### src/crg_pkg.sv
// Shared types, constants and functions of the color gradient ramp.
`default_nettype none

package crg_pkg;

  // Stop table and palette sizing.
  localparam int NUM_STOPS   = 10;
  localparam int MAX_ENTRIES = 1024;

  // Field widths.
  localparam int POS_W        = 17;
  localparam int CH_W         = 8;
  localparam int RGB_W        = 3 * CH_W;
  localparam int STOP_FIELD_W = 4;
  localparam int ENTRY_W      = 10;
  localparam int ENT_W        = 11;

  // Derived widths.
  localparam int STOP_IDX_W   = $clog2(NUM_STOPS);
  localparam int NM1_W        = $clog2(MAX_ENTRIES);
  localparam int CNT_W        = $clog2(NUM_STOPS + 1);
  localparam int KEY_W        = 1 + POS_W + STOP_IDX_W;
  localparam int DIV_W        = POS_W;
  localparam int FI_QUOT_W    = POS_W;
  localparam int BLEND_QUOT_W = CH_W;
  localparam int PROD_W       = CH_W + POS_W;
  localparam int ACC_W        = PROD_W + 1;
  localparam int STEP_W       = ($clog2(FI_QUOT_W) > STOP_IDX_W) ? $clog2(FI_QUOT_W)
                                                                 : STOP_IDX_W;

  // Q1.16 one.
  localparam int ONE_Q16 = 65536;

  // Configuration port.
  localparam int CFG_IDX_W  = 1;
  localparam int CFG_DATA_W = ENT_W;
  localparam logic [CFG_IDX_W-1:0] CFG_INTERP_MODE   = 1'd0;
  localparam logic [CFG_IDX_W-1:0] CFG_TABLE_ENTRIES = 1'd1;
  localparam logic             MODE_RESET    = 1'b1;
  localparam logic [ENT_W-1:0] ENTRIES_RESET = 11'd101;

  // Opcodes of an input beat.
  localparam logic OP_WRITE_STOP = 1'b0;
  localparam logic OP_PALETTE    = 1'b1;

  // Color channel being blended.
  typedef enum logic [1:0] {
    CH_RED   = 2'd0,
    CH_GREEN = 2'd1,
    CH_BLUE  = 2'd2
  } ch_e;

  // Input beat.
  typedef struct packed {
    logic                    opcode;
    logic [STOP_FIELD_W-1:0] stop_index;
    logic [POS_W-1:0]        stop_position;
    logic [CH_W-1:0]         stop_red;
    logic [CH_W-1:0]         stop_green;
    logic [CH_W-1:0]         stop_blue;
    logic [ENTRY_W-1:0]      entry_index;
  } crg_in_t;

  // Result beat.
  typedef struct packed {
    logic [ENTRY_W-1:0] out_index;
    logic [CH_W-1:0]    out_red;
    logic [CH_W-1:0]    out_green;
    logic [CH_W-1:0]    out_blue;
    logic               degenerate_segment;
  } crg_out_t;

  // Commands from the controller to the datapath.
  typedef struct packed {
    logic                  stop_write;
    logic                  req_load;
    logic                  div_step;
    logic                  fi_save;
    logic                  scan_init;
    logic                  scan_en;
    logic [STOP_IDX_W-1:0] scan_idx;
    logic                  rd_left;
    logic                  rd_right;
    logic                  eval;
    logic                  mul;
    logic                  blend_load;
    logic                  blend_save;
    ch_e                   ch;
    logic                  out_load;
  } crg_cmd_t;

  // Status from the datapath to the controller.
  typedef struct packed {
    logic is_palette;
    logic use_blend;
  } crg_status_t;

  // Reset position of stop k: floor(k * 1.0 / (NUM_STOPS - 1)) in Q1.16.
  function automatic logic [POS_W-1:0] stop_reset_pos(input int k);
    return POS_W'((k * ONE_Q16) / (NUM_STOPS - 1));
  endfunction

endpackage

`default_nettype wire

### src/crg_divider.sv
// Radix-2 restoring divider that produces one quotient bit per step.
`default_nettype none

module crg_divider (
  input  wire logic                      clk_i,
  input  wire logic                      load_i,
  input  wire logic                      step_i,
  input  wire logic [crg_pkg::DIV_W-1:0] rem_init_i,
  input  wire logic [crg_pkg::DIV_W-1:0] num_init_i,
  input  wire logic [crg_pkg::DIV_W-1:0] den_i,
  output logic      [crg_pkg::DIV_W-1:0] quot_o
);

  logic [crg_pkg::DIV_W-1:0] rem_q, rem_d;
  logic [crg_pkg::DIV_W-1:0] num_q, num_d;
  logic [crg_pkg::DIV_W-1:0] den_q;
  logic [crg_pkg::DIV_W:0]   trial;
  logic                      qbit;

  // One step: shift the next dividend bit into the partial remainder and
  // subtract the divisor when it fits. Quotient bits enter at the bottom.
  always_comb begin
    trial = {rem_q, num_q[crg_pkg::DIV_W-1]};
    qbit  = (trial >= {1'b0, den_q});
    rem_d = qbit ? crg_pkg::DIV_W'(trial - {1'b0, den_q})
                 : crg_pkg::DIV_W'(trial);
    num_d = {num_q[crg_pkg::DIV_W-2:0], qbit};
  end

  always_ff @(posedge clk_i) begin
    if (load_i) begin
      rem_q <= rem_init_i;
      num_q <= num_init_i;
      den_q <= den_i;
    end else if (step_i) begin
      rem_q <= rem_d;
      num_q <= num_d;
    end
  end

  assign quot_o = num_q;

endmodule

`default_nettype wire

### src/crg_datapath.sv
// Datapath: stop tables, configuration, stop scan, blend and result register.
`default_nettype none

module crg_datapath (
  input  wire logic                           clk_i,
  input  wire logic                           rst_ni,
  input  wire crg_pkg::crg_in_t               in_data_i,
  input  wire logic                           cfg_we_i,
  input  wire logic [crg_pkg::CFG_IDX_W-1:0]  cfg_index_i,
  input  wire logic [crg_pkg::CFG_DATA_W-1:0] cfg_data_i,
  input  wire crg_pkg::crg_cmd_t              cmd_i,
  output crg_pkg::crg_status_t                status_o,
  output crg_pkg::crg_out_t                   out_data_o
);

  localparam int KP_HI = crg_pkg::STOP_IDX_W + crg_pkg::POS_W - 1;
  localparam int KP_LO = crg_pkg::STOP_IDX_W;

  // Configuration and stop tables.
  logic                      mode_q;
  logic [crg_pkg::ENT_W-1:0] entries_q;
  logic [crg_pkg::POS_W-1:0] pos_q   [crg_pkg::NUM_STOPS];
  logic [crg_pkg::RGB_W-1:0] color_q [crg_pkg::NUM_STOPS];

  // Request working registers.
  logic [crg_pkg::ENTRY_W-1:0] idx_q;
  logic [crg_pkg::POS_W-1:0]   fi_q;
  logic [crg_pkg::CNT_W-1:0]   cnt_le_q;
  logic [crg_pkg::KEY_W-1:0]   lo_key_q, hi_key_q;
  logic [crg_pkg::KEY_W-1:0]   min1_q, min2_q, max1_q, max2_q;
  logic [crg_pkg::RGB_W-1:0]   cl_q, cr_q, rgb_q;
  logic [crg_pkg::POS_W-1:0]   pl_q, pr_q, d_q, u_q, dmu_q;
  logic                        degen_q;
  logic [crg_pkg::PROD_W-1:0]  prod_l_q, prod_r_q;
  crg_pkg::crg_out_t           out_q;

  // Request setup: palette size clamp, entry clamp and stop position clamp.
  logic [crg_pkg::NM1_W-1:0]   nm1;
  logic [crg_pkg::ENTRY_W-1:0] idx_sat;
  logic [crg_pkg::POS_W-1:0]   wr_pos;

  always_comb begin
    if (entries_q < crg_pkg::ENT_W'(2)) begin
      nm1 = crg_pkg::NM1_W'(1);
    end else if (32'(entries_q) > crg_pkg::MAX_ENTRIES) begin
      nm1 = crg_pkg::NM1_W'(crg_pkg::MAX_ENTRIES - 1);
    end else begin
      nm1 = crg_pkg::NM1_W'(entries_q - crg_pkg::ENT_W'(1));
    end
    if (32'(in_data_i.entry_index) > 32'(nm1)) begin
      idx_sat = crg_pkg::ENTRY_W'(nm1);
    end else begin
      idx_sat = in_data_i.entry_index;
    end
    if (in_data_i.stop_position > crg_pkg::POS_W'(crg_pkg::ONE_Q16)) begin
      wr_pos = crg_pkg::POS_W'(crg_pkg::ONE_Q16);
    end else begin
      wr_pos = in_data_i.stop_position;
    end
  end

  // Configuration writes and stop writes.
  always_ff @(posedge clk_i or negedge rst_ni) begin
    if (!rst_ni) begin
      mode_q    <= crg_pkg::MODE_RESET;
      entries_q <= crg_pkg::ENTRIES_RESET;
      for (int k = 0; k < crg_pkg::NUM_STOPS; k++) begin
        pos_q[k]   <= crg_pkg::stop_reset_pos(k);
        color_q[k] <= '0;
      end
    end else begin
      if (cfg_we_i) begin
        unique case (cfg_index_i)
          crg_pkg::CFG_INTERP_MODE:   mode_q    <= cfg_data_i[0];
          crg_pkg::CFG_TABLE_ENTRIES: entries_q <= cfg_data_i;
        endcase
      end
      if (cmd_i.stop_write) begin
        for (int k = 0; k < crg_pkg::NUM_STOPS; k++) begin
          if (32'(in_data_i.stop_index) == k) begin
            pos_q[k]   <= wr_pos;
            color_q[k] <= {in_data_i.stop_red, in_data_i.stop_green, in_data_i.stop_blue};
          end
        end
      end
    end
  end

  // Scan of one stop: its sort key is position, then stop number.
  logic [crg_pkg::POS_W-1:0] scan_pos;
  logic [crg_pkg::KEY_W-1:0] scan_key;
  logic                      scan_le;

  assign scan_pos = pos_q[cmd_i.scan_idx];
  assign scan_key = {1'b1, scan_pos, cmd_i.scan_idx};
  assign scan_le  = (scan_pos <= fi_q);

  // Bracketing pair, clamped to the first or last segment.
  logic [crg_pkg::KEY_W-1:0]      sel_left, sel_right;
  logic [crg_pkg::STOP_IDX_W-1:0] rd_idx;

  always_comb begin
    if (cnt_le_q == '0) begin
      sel_left  = min1_q;
      sel_right = min2_q;
    end else if (cnt_le_q == crg_pkg::CNT_W'(crg_pkg::NUM_STOPS)) begin
      sel_left  = max2_q;
      sel_right = max1_q;
    end else begin
      sel_left  = lo_key_q;
      sel_right = hi_key_q;
    end
    rd_idx = cmd_i.rd_right ? sel_right[crg_pkg::STOP_IDX_W-1:0]
                            : sel_left[crg_pkg::STOP_IDX_W-1:0];
  end

  // Segment evaluation: span, clamped offset and nearest-stop choice.
  logic [crg_pkg::POS_W-1:0] seg_d, seg_u;
  logic [crg_pkg::POS_W:0]   pos_sum;
  logic                      near_left, seg_degen;

  always_comb begin
    seg_degen = (pr_q <= pl_q);
    seg_d     = pr_q - pl_q;
    seg_u     = (fi_q <= pl_q) ? '0 : (fi_q - pl_q);
    if (seg_u > seg_d) begin
      seg_u = seg_d;
    end
    pos_sum   = {1'b0, pl_q} + {1'b0, pr_q};
    near_left = ({fi_q, 1'b0} < pos_sum);
  end

  // Channel selection for the blend multipliers.
  logic [crg_pkg::CH_W-1:0] ch_l, ch_r;

  always_comb begin
    unique case (cmd_i.ch)
      crg_pkg::CH_RED: begin
        ch_l = cl_q[23:16];
        ch_r = cr_q[23:16];
      end
      crg_pkg::CH_GREEN: begin
        ch_l = cl_q[15:8];
        ch_r = cr_q[15:8];
      end
      default: begin
        ch_l = cl_q[7:0];
        ch_r = cr_q[7:0];
      end
    endcase
  end

  // Shared divider: palette position first, then each blended channel.
  logic [crg_pkg::ACC_W-1:0] acc;
  logic [crg_pkg::DIV_W-1:0] div_rem_init, div_num_init, div_den, div_quot;

  always_comb begin
    acc = crg_pkg::ACC_W'(prod_l_q) + crg_pkg::ACC_W'(prod_r_q) + crg_pkg::ACC_W'(d_q >> 1);
    if (cmd_i.req_load) begin
      div_rem_init = crg_pkg::DIV_W'(idx_sat);
      div_num_init = crg_pkg::DIV_W'(nm1);
      div_den      = crg_pkg::DIV_W'({nm1, 1'b0});
    end else begin
      div_rem_init = acc[crg_pkg::PROD_W-1:crg_pkg::CH_W];
      div_num_init = crg_pkg::DIV_W'(acc[crg_pkg::CH_W-1:0]) << (crg_pkg::DIV_W - crg_pkg::CH_W);
      div_den      = d_q;
    end
  end

  crg_divider u_divider (
    .clk_i      (clk_i),
    .load_i     (cmd_i.req_load | cmd_i.blend_load),
    .step_i     (cmd_i.div_step),
    .rem_init_i (div_rem_init),
    .num_init_i (div_num_init),
    .den_i      (div_den),
    .quot_o     (div_quot)
  );

  // Working registers of one palette request.
  always_ff @(posedge clk_i) begin
    if (cmd_i.req_load) begin
      idx_q <= idx_sat;
    end
    if (cmd_i.fi_save) begin
      fi_q <= div_quot;
    end
    if (cmd_i.scan_init) begin
      cnt_le_q <= '0;
      lo_key_q <= '0;
      hi_key_q <= '1;
      min1_q   <= '1;
      min2_q   <= '1;
      max1_q   <= '0;
      max2_q   <= '0;
    end else if (cmd_i.scan_en) begin
      if (scan_le) begin
        cnt_le_q <= cnt_le_q + crg_pkg::CNT_W'(1);
        if (scan_key > lo_key_q) begin
          lo_key_q <= scan_key;
        end
      end else if (scan_key < hi_key_q) begin
        hi_key_q <= scan_key;
      end
      if (scan_key < min1_q) begin
        min2_q <= min1_q;
        min1_q <= scan_key;
      end else if (scan_key < min2_q) begin
        min2_q <= scan_key;
      end
      if (scan_key > max1_q) begin
        max2_q <= max1_q;
        max1_q <= scan_key;
      end else if (scan_key > max2_q) begin
        max2_q <= scan_key;
      end
    end
    if (cmd_i.rd_left) begin
      cl_q <= color_q[rd_idx];
      pl_q <= sel_left[KP_HI:KP_LO];
    end
    if (cmd_i.rd_right) begin
      cr_q <= color_q[rd_idx];
      pr_q <= sel_right[KP_HI:KP_LO];
    end
    if (cmd_i.eval) begin
      degen_q <= seg_degen;
      d_q     <= seg_d;
      u_q     <= seg_u;
      dmu_q   <= seg_d - seg_u;
      rgb_q   <= (seg_degen || near_left) ? cl_q : cr_q;
    end
    if (cmd_i.mul) begin
      prod_l_q <= crg_pkg::PROD_W'(ch_l) * crg_pkg::PROD_W'(dmu_q);
      prod_r_q <= crg_pkg::PROD_W'(ch_r) * crg_pkg::PROD_W'(u_q);
    end
    if (cmd_i.blend_save) begin
      unique case (cmd_i.ch)
        crg_pkg::CH_RED:   rgb_q[23:16] <= div_quot[crg_pkg::CH_W-1:0];
        crg_pkg::CH_GREEN: rgb_q[15:8]  <= div_quot[crg_pkg::CH_W-1:0];
        default:           rgb_q[7:0]   <= div_quot[crg_pkg::CH_W-1:0];
      endcase
    end
    if (cmd_i.out_load) begin
      out_q.out_index          <= idx_q;
      out_q.out_red            <= rgb_q[23:16];
      out_q.out_green          <= rgb_q[15:8];
      out_q.out_blue           <= rgb_q[7:0];
      out_q.degenerate_segment <= degen_q;
    end
  end

  assign status_o.is_palette = (in_data_i.opcode == crg_pkg::OP_PALETTE);
  assign status_o.use_blend  = mode_q && !seg_degen;
  assign out_data_o          = out_q;

  // The bracketing pair is always in sort order.
  a_pair_ordered : assert property (@(posedge clk_i) disable iff (!rst_ni)
    cmd_i.rd_left |-> (sel_left < sel_right))
    else $error("bracketing stops out of order");

  // A blended channel quotient never overflows the channel width.
  a_blend_fits : assert property (@(posedge clk_i) disable iff (!rst_ni)
    cmd_i.blend_save |-> (div_quot[crg_pkg::DIV_W-1:crg_pkg::CH_W] == '0))
    else $error("blend quotient overflows a channel");

endmodule

`default_nettype wire

### src/crg_ctrl.sv
// Controller state machine that sequences one beat through the datapath.
`default_nettype none

module crg_ctrl (
  input  wire logic                 clk_i,
  input  wire logic                 rst_ni,
  input  wire logic                 in_valid_i,
  output logic                      in_ready_o,
  output logic                      out_valid_o,
  input  wire logic                 out_ready_i,
  input  wire crg_pkg::crg_status_t status_i,
  output crg_pkg::crg_cmd_t         cmd_o
);

  typedef enum logic [11:0] {
    S_IDLE    = 12'b0000_0000_0001,
    S_FI_DIV  = 12'b0000_0000_0010,
    S_FI_SAVE = 12'b0000_0000_0100,
    S_SCAN    = 12'b0000_0000_1000,
    S_RD_L    = 12'b0000_0001_0000,
    S_RD_R    = 12'b0000_0010_0000,
    S_EVAL    = 12'b0000_0100_0000,
    S_MUL     = 12'b0000_1000_0000,
    S_BLOAD   = 12'b0001_0000_0000,
    S_BDIV    = 12'b0010_0000_0000,
    S_BSAVE   = 12'b0100_0000_0000,
    S_FINISH  = 12'b1000_0000_0000
  } state_e;

  state_e                     state_q, state_d;
  logic [crg_pkg::STEP_W-1:0] cnt_q, cnt_d;
  crg_pkg::ch_e               ch_q, ch_d;
  logic                       out_valid_q, out_valid_d;
  logic                       out_free;

  assign out_free = !out_valid_q || out_ready_i;

  // Next state, step counter and datapath commands.
  always_comb begin
    state_d      = state_q;
    cnt_d        = cnt_q;
    ch_d         = ch_q;
    in_ready_o   = 1'b0;
    cmd_o        = '0;
    cmd_o.scan_idx = cnt_q[crg_pkg::STOP_IDX_W-1:0];
    cmd_o.ch     = ch_q;
    unique case (state_q)
      S_IDLE: begin
        in_ready_o = 1'b1;
        if (in_valid_i) begin
          if (status_i.is_palette) begin
            cmd_o.req_load = 1'b1;
            cnt_d          = '0;
            state_d        = S_FI_DIV;
          end else begin
            cmd_o.stop_write = 1'b1;
          end
        end
      end
      S_FI_DIV: begin
        cmd_o.div_step = 1'b1;
        if (cnt_q == crg_pkg::STEP_W'(crg_pkg::FI_QUOT_W - 1)) begin
          cnt_d   = '0;
          state_d = S_FI_SAVE;
        end else begin
          cnt_d = cnt_q + crg_pkg::STEP_W'(1);
        end
      end
      S_FI_SAVE: begin
        cmd_o.fi_save   = 1'b1;
        cmd_o.scan_init = 1'b1;
        state_d         = S_SCAN;
      end
      S_SCAN: begin
        cmd_o.scan_en = 1'b1;
        if (cnt_q == crg_pkg::STEP_W'(crg_pkg::NUM_STOPS - 1)) begin
          cnt_d   = '0;
          state_d = S_RD_L;
        end else begin
          cnt_d = cnt_q + crg_pkg::STEP_W'(1);
        end
      end
      S_RD_L: begin
        cmd_o.rd_left = 1'b1;
        state_d       = S_RD_R;
      end
      S_RD_R: begin
        cmd_o.rd_right = 1'b1;
        state_d        = S_EVAL;
      end
      S_EVAL: begin
        cmd_o.eval = 1'b1;
        if (status_i.use_blend) begin
          ch_d    = crg_pkg::CH_RED;
          state_d = S_MUL;
        end else begin
          state_d = S_FINISH;
        end
      end
      S_MUL: begin
        cmd_o.mul = 1'b1;
        state_d   = S_BLOAD;
      end
      S_BLOAD: begin
        cmd_o.blend_load = 1'b1;
        cnt_d            = '0;
        state_d          = S_BDIV;
      end
      S_BDIV: begin
        cmd_o.div_step = 1'b1;
        if (cnt_q == crg_pkg::STEP_W'(crg_pkg::BLEND_QUOT_W - 1)) begin
          cnt_d   = '0;
          state_d = S_BSAVE;
        end else begin
          cnt_d = cnt_q + crg_pkg::STEP_W'(1);
        end
      end
      S_BSAVE: begin
        cmd_o.blend_save = 1'b1;
        unique case (ch_q)
          crg_pkg::CH_RED: begin
            ch_d    = crg_pkg::CH_GREEN;
            state_d = S_MUL;
          end
          crg_pkg::CH_GREEN: begin
            ch_d    = crg_pkg::CH_BLUE;
            state_d = S_MUL;
          end
          default: begin
            state_d = S_FINISH;
          end
        endcase
      end
      S_FINISH: begin
        if (out_free) begin
          cmd_o.out_load = 1'b1;
          state_d        = S_IDLE;
        end
      end
      default: begin
        state_d = S_IDLE;
      end
    endcase
  end

  // Result register occupancy.
  always_comb begin
    if (cmd_o.out_load) begin
      out_valid_d = 1'b1;
    end else if (out_ready_i) begin
      out_valid_d = 1'b0;
    end else begin
      out_valid_d = out_valid_q;
    end
  end

  always_ff @(posedge clk_i or negedge rst_ni) begin
    if (!rst_ni) begin
      state_q     <= S_IDLE;
      cnt_q       <= '0;
      ch_q        <= crg_pkg::CH_RED;
      out_valid_q <= 1'b0;
    end else begin
      state_q     <= state_d;
      cnt_q       <= cnt_d;
      ch_q        <= ch_d;
      out_valid_q <= out_valid_d;
    end
  end

  assign out_valid_o = out_valid_q;

  // A palette beat starts the position division in the next cycle.
  a_palette_starts : assert property (@(posedge clk_i) disable iff (!rst_ni)
    (in_valid_i && in_ready_o && status_i.is_palette) |=> (state_q == S_FI_DIV))
    else $error("palette beat did not start the division");

  // A stop write completes in its own cycle and leaves the block ready.
  a_write_single : assert property (@(posedge clk_i) disable iff (!rst_ni)
    (in_valid_i && in_ready_o && !status_i.is_palette) |=> (state_q == S_IDLE))
    else $error("stop write left the idle state");

  // A new result never overwrites one that is still waiting.
  a_no_overwrite : assert property (@(posedge clk_i) disable iff (!rst_ni)
    cmd_o.out_load |-> (!out_valid_q || out_ready_i))
    else $error("result register overwritten");

endmodule

`default_nettype wire

### src/color_gradient_ramp.sv
// Top level of the color gradient ramp: controller, datapath and ports.
//
//   channel  direction  handshake                 payload
//   in       input      in_valid_i / in_ready_o    in_data_i  (crg_in_t)
//   out      output     out_valid_o / out_ready_i  out_data_o (crg_out_t)
//   cfg      input      cfg_we_i                   cfg_index_i, cfg_data_i
//
// A stop write is stored at once; the block is ready again in the next cycle.
// A palette beat reaches the result register through a 17-bit division on
// the serial divider for the palette position and a scan of the stops; in
// blend mode, unless the segment is degenerate, three 8-bit divisions for
// the blended channels follow on the same divider.
// A new beat is taken while a result waits; a result that is not taken holds
// the next one in its final state. Reset is asynchronous and needs no sweep.
`default_nettype none

module color_gradient_ramp (
  input  wire logic                           clk_i,
  input  wire logic                           rst_ni,
  input  wire logic                           in_valid_i,
  output logic                                in_ready_o,
  input  wire crg_pkg::crg_in_t               in_data_i,
  output logic                                out_valid_o,
  input  wire logic                           out_ready_i,
  output crg_pkg::crg_out_t                   out_data_o,
  input  wire logic                           cfg_we_i,
  input  wire logic [crg_pkg::CFG_IDX_W-1:0]  cfg_index_i,
  input  wire logic [crg_pkg::CFG_DATA_W-1:0] cfg_data_i
);

  crg_pkg::crg_cmd_t    cmd;
  crg_pkg::crg_status_t status;

  // Sequencing of each beat.
  crg_ctrl u_ctrl (
    .clk_i       (clk_i),
    .rst_ni      (rst_ni),
    .in_valid_i  (in_valid_i),
    .in_ready_o  (in_ready_o),
    .out_valid_o (out_valid_o),
    .out_ready_i (out_ready_i),
    .status_i    (status),
    .cmd_o       (cmd)
  );

  // Tables, arithmetic and result register.
  crg_datapath u_datapath (
    .clk_i       (clk_i),
    .rst_ni      (rst_ni),
    .in_data_i   (in_data_i),
    .cfg_we_i    (cfg_we_i),
    .cfg_index_i (cfg_index_i),
    .cfg_data_i  (cfg_data_i),
    .cmd_i       (cmd),
    .status_o    (status),
    .out_data_o  (out_data_o)
  );

endmodule

`default_nettype wire

### config.mk
export PLATFORM = sky130hd
export DESIGN_NAME = color_gradient_ramp
export DESIGN_NICKNAME = d
export VERILOG_FILES = /design/src/crg_pkg.sv /design/src/crg_divider.sv /design/src/crg_datapath.sv /design/src/crg_ctrl.sv /design/src/color_gradient_ramp.sv
export SDC_FILE = /design/constraint.sdc
export NUM_CORES = 2
export LEC_CHECK = 0
export ABC_AREA = 1
export BUFFER_PORTS_ARGS = -buffer_cell sky130_fd_sc_hd__buf_4
export CAP_MARGIN = 20
export CORE_ASPECT_RATIO = 1.4
export CORE_MARGIN = 3
export CORE_UTILIZATION = 40
export CTS_CLUSTER_DIAMETER = 40
export DETAILED_ROUTE_END_ITERATION = 10
export GPL_TIMING_DRIVEN = 0
export SYNTH_ARGS = -nofsm -noshare
export SYNTH_HDL_FRONTEND = slang
export SYNTH_SLANG_ARGS = --single-unit
### constraint.sdc
create_clock -name clk_i -period 6.85 [get_ports clk_i]
set_input_delay 1.0275 -clock clk_i [delete_from_list [all_inputs] [get_ports clk_i]]
set_output_delay 1.0275 -clock clk_i [all_outputs]
set_load 0.05 [all_outputs]
==> flow_summary.yaml <==
run_status:
  status: "completed"
setup_path:
  crit_required_ps: 7310
  cp_cell_sequence: "buf_2 > nor2_1 > a22oi_1 > and2_1 > inv_1 > clkbuf_1 > nor2_1 > fa_1 > inv_1 > fa_1 > fa_1 > fa_1 > inv_1 > ha_1 > a21oi_1 > a21boi_0 > o21bai_1 > a21oi_1 > nor2_1 > o21ai_0 > nand2_1"
  crit_path_max_incr_delay_ps: 550
  r2r_cells: 21
  end_kind: "register"
  critPathArrivalTime_ps: 6910
  critPathLaunch: "u_ctrl.ch_q[1]"
  reg2reg_from: "u_ctrl.ch_q[1]"
  start_kind: "register"
  worstSetupEndpoint: "u_datapath.prod_l_q[20]"
  cpMostUsedCell: "fa_1"
  timing.rr.end: "u_datapath.prod_l_q[20]"
  path_class: "register to register"
  cpMaxStageDelayCell: "fa_1"
  path_max_fanout: 10
  rrSetupSlack_ps: 400
finish:
  drive_gt1_share_pct: 7.56
  multi_input_area_um2: 30500
  area_growth_pct: 13.3
  nets: 8253
  ff_latch_area_um2: 23200
  layout.cells.non_filler: 9612
  fillers: 14600
placed_design:
  port_buffers: 108
  dp.cells: 9380
  hpwl_um: 151000
  place_ws_ps: -66.6
  gp_congestion: 0.949
sta:
  worst-slew-pin-transition_ps: 1120
  period_needed_ps: 6450
  period_share_pct: 94.2
  fin_worst_skew_ps: 42.6
  hold_violations: 0
  fin_ws_ps: 398
  rsz0062_at_grt: "false"
  setup_violations: 0
  max-slew-margin-rel_pct: 24.9
  maxSlewViolCount: 0
  fmax_mhz: 155
synthesis:
  synth_top_area_share_pct: 15.9
  ys_seq_area_share_pct: 39.7
  ys_ff_latch: 896
  synthFlopType: "dfrtp_1"
  yosysTopAreaCell: "dfrtp_1"
  synth_edf_count: 297
  yosys.cell_types.count: 57
  synth_area_leaders: "dfrtp_1 (16%), edfxtp_1 (15%), nand2_1 (12%)"
  yosysMostFrequentCell: "nand2_1"
  synthTopCellsByCount: "nand2_1 (1878), inv_1 (937), nor2_1 (601), o21ai_0 (590), nand3_1 (474)"
  yosysWarningCount: 0
  synth_nets: 8015
  async_reset_ff_share_pct: 49.3
  syn-mean-instance-area_um2: 7.97
  synth_area_um2: 58500
  synthCells: 7344
global_routing:
  grt_pass1_vias: 50900
  grt_pass1_wl_um: 292000
  overflow: 0
  antenna_found_initial: 7
  gr-usage-all-layers_pct: 25.0
  grt_max_degree: 112
clock_tree:
  numCtsBuffers: 120
  cts.sinks: 896
  cts_max_level: 3
  cts-root-buf: "clkbuf_16"
  clk_latency_ps: 770
  clk_pin_slew_ps: 60
  cts_setup_buffers: 0
  clockBufferDepth: 3
  tritoncts: "done"
  hold_buffers: 0
job:
  drv_cap: 0
power_and_ir_drop:
  powerDensity_nw_per_um2: 352
  vdd_drop_max_mv: 0.251
  leakagePower_nw: 31.8
floorplanning:
  die_h_um: 459
  fp.dieW_um: 329
  fp.coreArea_um2: 145000
  io-pin-count: 110
  rows: 165
  die-area_um2: 151000
  start_util_pct: 40.4
drt:
  avgViaCountPerCell: 5.25
  route.antenna.remaining_nets: 0
  initialDrtViolationCount: 3412
  drtPass1Iterations: 5
  drt_wl_total_um: 190000
  num_vias: 50400
  wl_per_cell_um: 19.8
  drc: 0
worst_hold_path:
  hold_path.class: "input port to async pin"
cell families after synthesis:
group,after synthesis,share of synthesized area [%]
AND/OR/NAND/NOR,3265,23.6
multiplexers,30,0.577
flip-flops,896,39.7
AO/OA/AOI/OAI,1180,10.7
XOR/XNOR,117,1.75
adder cells (fa/ha/maj),598,15.4
buffers and inverters,1258,8.29
routing by layer:
metal / global-route usage, % / vias up / part of all wire (%)
met5: 0 / - / 0
met4: 13.6 / 0 / 5.9
met3: 3.27 / 481 / 4.8
met2: 45.4 / 1445 / 51
met1: 28.3 / 24100 / 38
li1: - / 24400 / -
critical path: cells and delay by family (launching register included):
family	cells	cell delay, ps
and+or+nand+nor	5	1100
adders and majority gates	5	2390
AOI/OAI and AO/OA	6	1360
DFF	1	360
buffers and inverters	5	960
through the flow:
stage / util, % / TNS [ps] / total power (W) / area [um^2] / hold slack (ps)
floorplan: - / 0 / 0.0138 / 58500 / 400
global placement: 42.6 / -14100 / 0.0165 / 61700 / 400
detailed placement: 42.7 / -66.6 / 0.0167 / 62000 / 405
CTS: 45.7 / 0 / 0.0234 / 66200 / 218
global route: 45.7 / 0 / 0.0249 / 66300 / 259
finish: 45.7 / 0 / 0.0233 / 66300 / 214
worst min path at each step:
stage	start	cells past startpoint	end
2_1_floorplan	u_datapath.degen_q	0	u_datapath.out_data_o[0]
3_3_place_gp	u_datapath.idx_q[7]	0	u_datapath.out_data_o[32]
3_5_place_dp	u_datapath.idx_q[6]	0	u_datapath.out_data_o[31]
4_1_cts	rst_ni	1	u_datapath.color_q[128]
5_1_grt	rst_ni	1	u_datapath.color_q[180]
6_report	rst_ni	1	u_datapath.color_q[128]
sequential cells by signal, indices dropped and copies added (netlist names), 24 cells and up:
register,count
u_datapath.cl_q,24
u_datapath.color_q,240
u_datapath.cr_q,24
u_datapath.out_data_o,35
u_datapath.pos_q,170
u_datapath.prod_l_q,25
u_datapath.prod_r_q,25
u_datapath.rgb_q,24
final cells by class:
| type | instances | area share [%] |
|---|---|---|
| Clock inverter | 93 | 1.60 |
| Timing Repair Buffer | 116 | 1.52 |
| Multi-Input combinational cell | 5190 | 46.1 |
| Tap cell | 1920 | 3.62 |
| Clock buffer | 137 | 4.85 |
| Antenna cell | 2 | 0.00755 |
| Sequential cell | 896 | 35.0 |
| Inverter | 950 | 5.38 |
| Buffer | 308 | 1.94 |
layout by cell type (no fill, tap or decap), types with 11 or more instances in the layout:
cell type,count
a21o_1,18
o211ai_1,26
nor4_1,13
dfrtp_1,371
ha_1,396
dfxtp_1,157
xor2_1,79
buf_4,110
o21a_1,13
buf_2,74
inv_1,937
xnor2_1,35
nor2_1,597
o22ai_1,29
inv_6,16
clkinv_2,15
nand3b_1,105
clkbuf_16,125
edfxtp_1,297
a31oi_1,12
nand2_1,1877
or2_2,11
and2_1,20
o21bai_1,24
clkbuf_1,217
buf_1,16
nor3_1,29
nand4_1,101
inv_8,12
clkinv_4,14
mux2_2,30
fa_1,202
a21oi_1,340
nand3_1,473
o21ai_0,589
dfstp_2,71
o21ai_1,94
report_power, final:
group / switching, W / internal, W
logic: 0.00600 / 0.00302
registers: 0.000732 / 0.00702
clock network: 0.00275 / 0.00382
repair_timing:
item | CTS | global route
gates cloned | 0 | 0
resized for setup | 3 | 12
setup endpoints to repair | 2 | 6
Note: power is estimated with default switching activity, not from simulation.
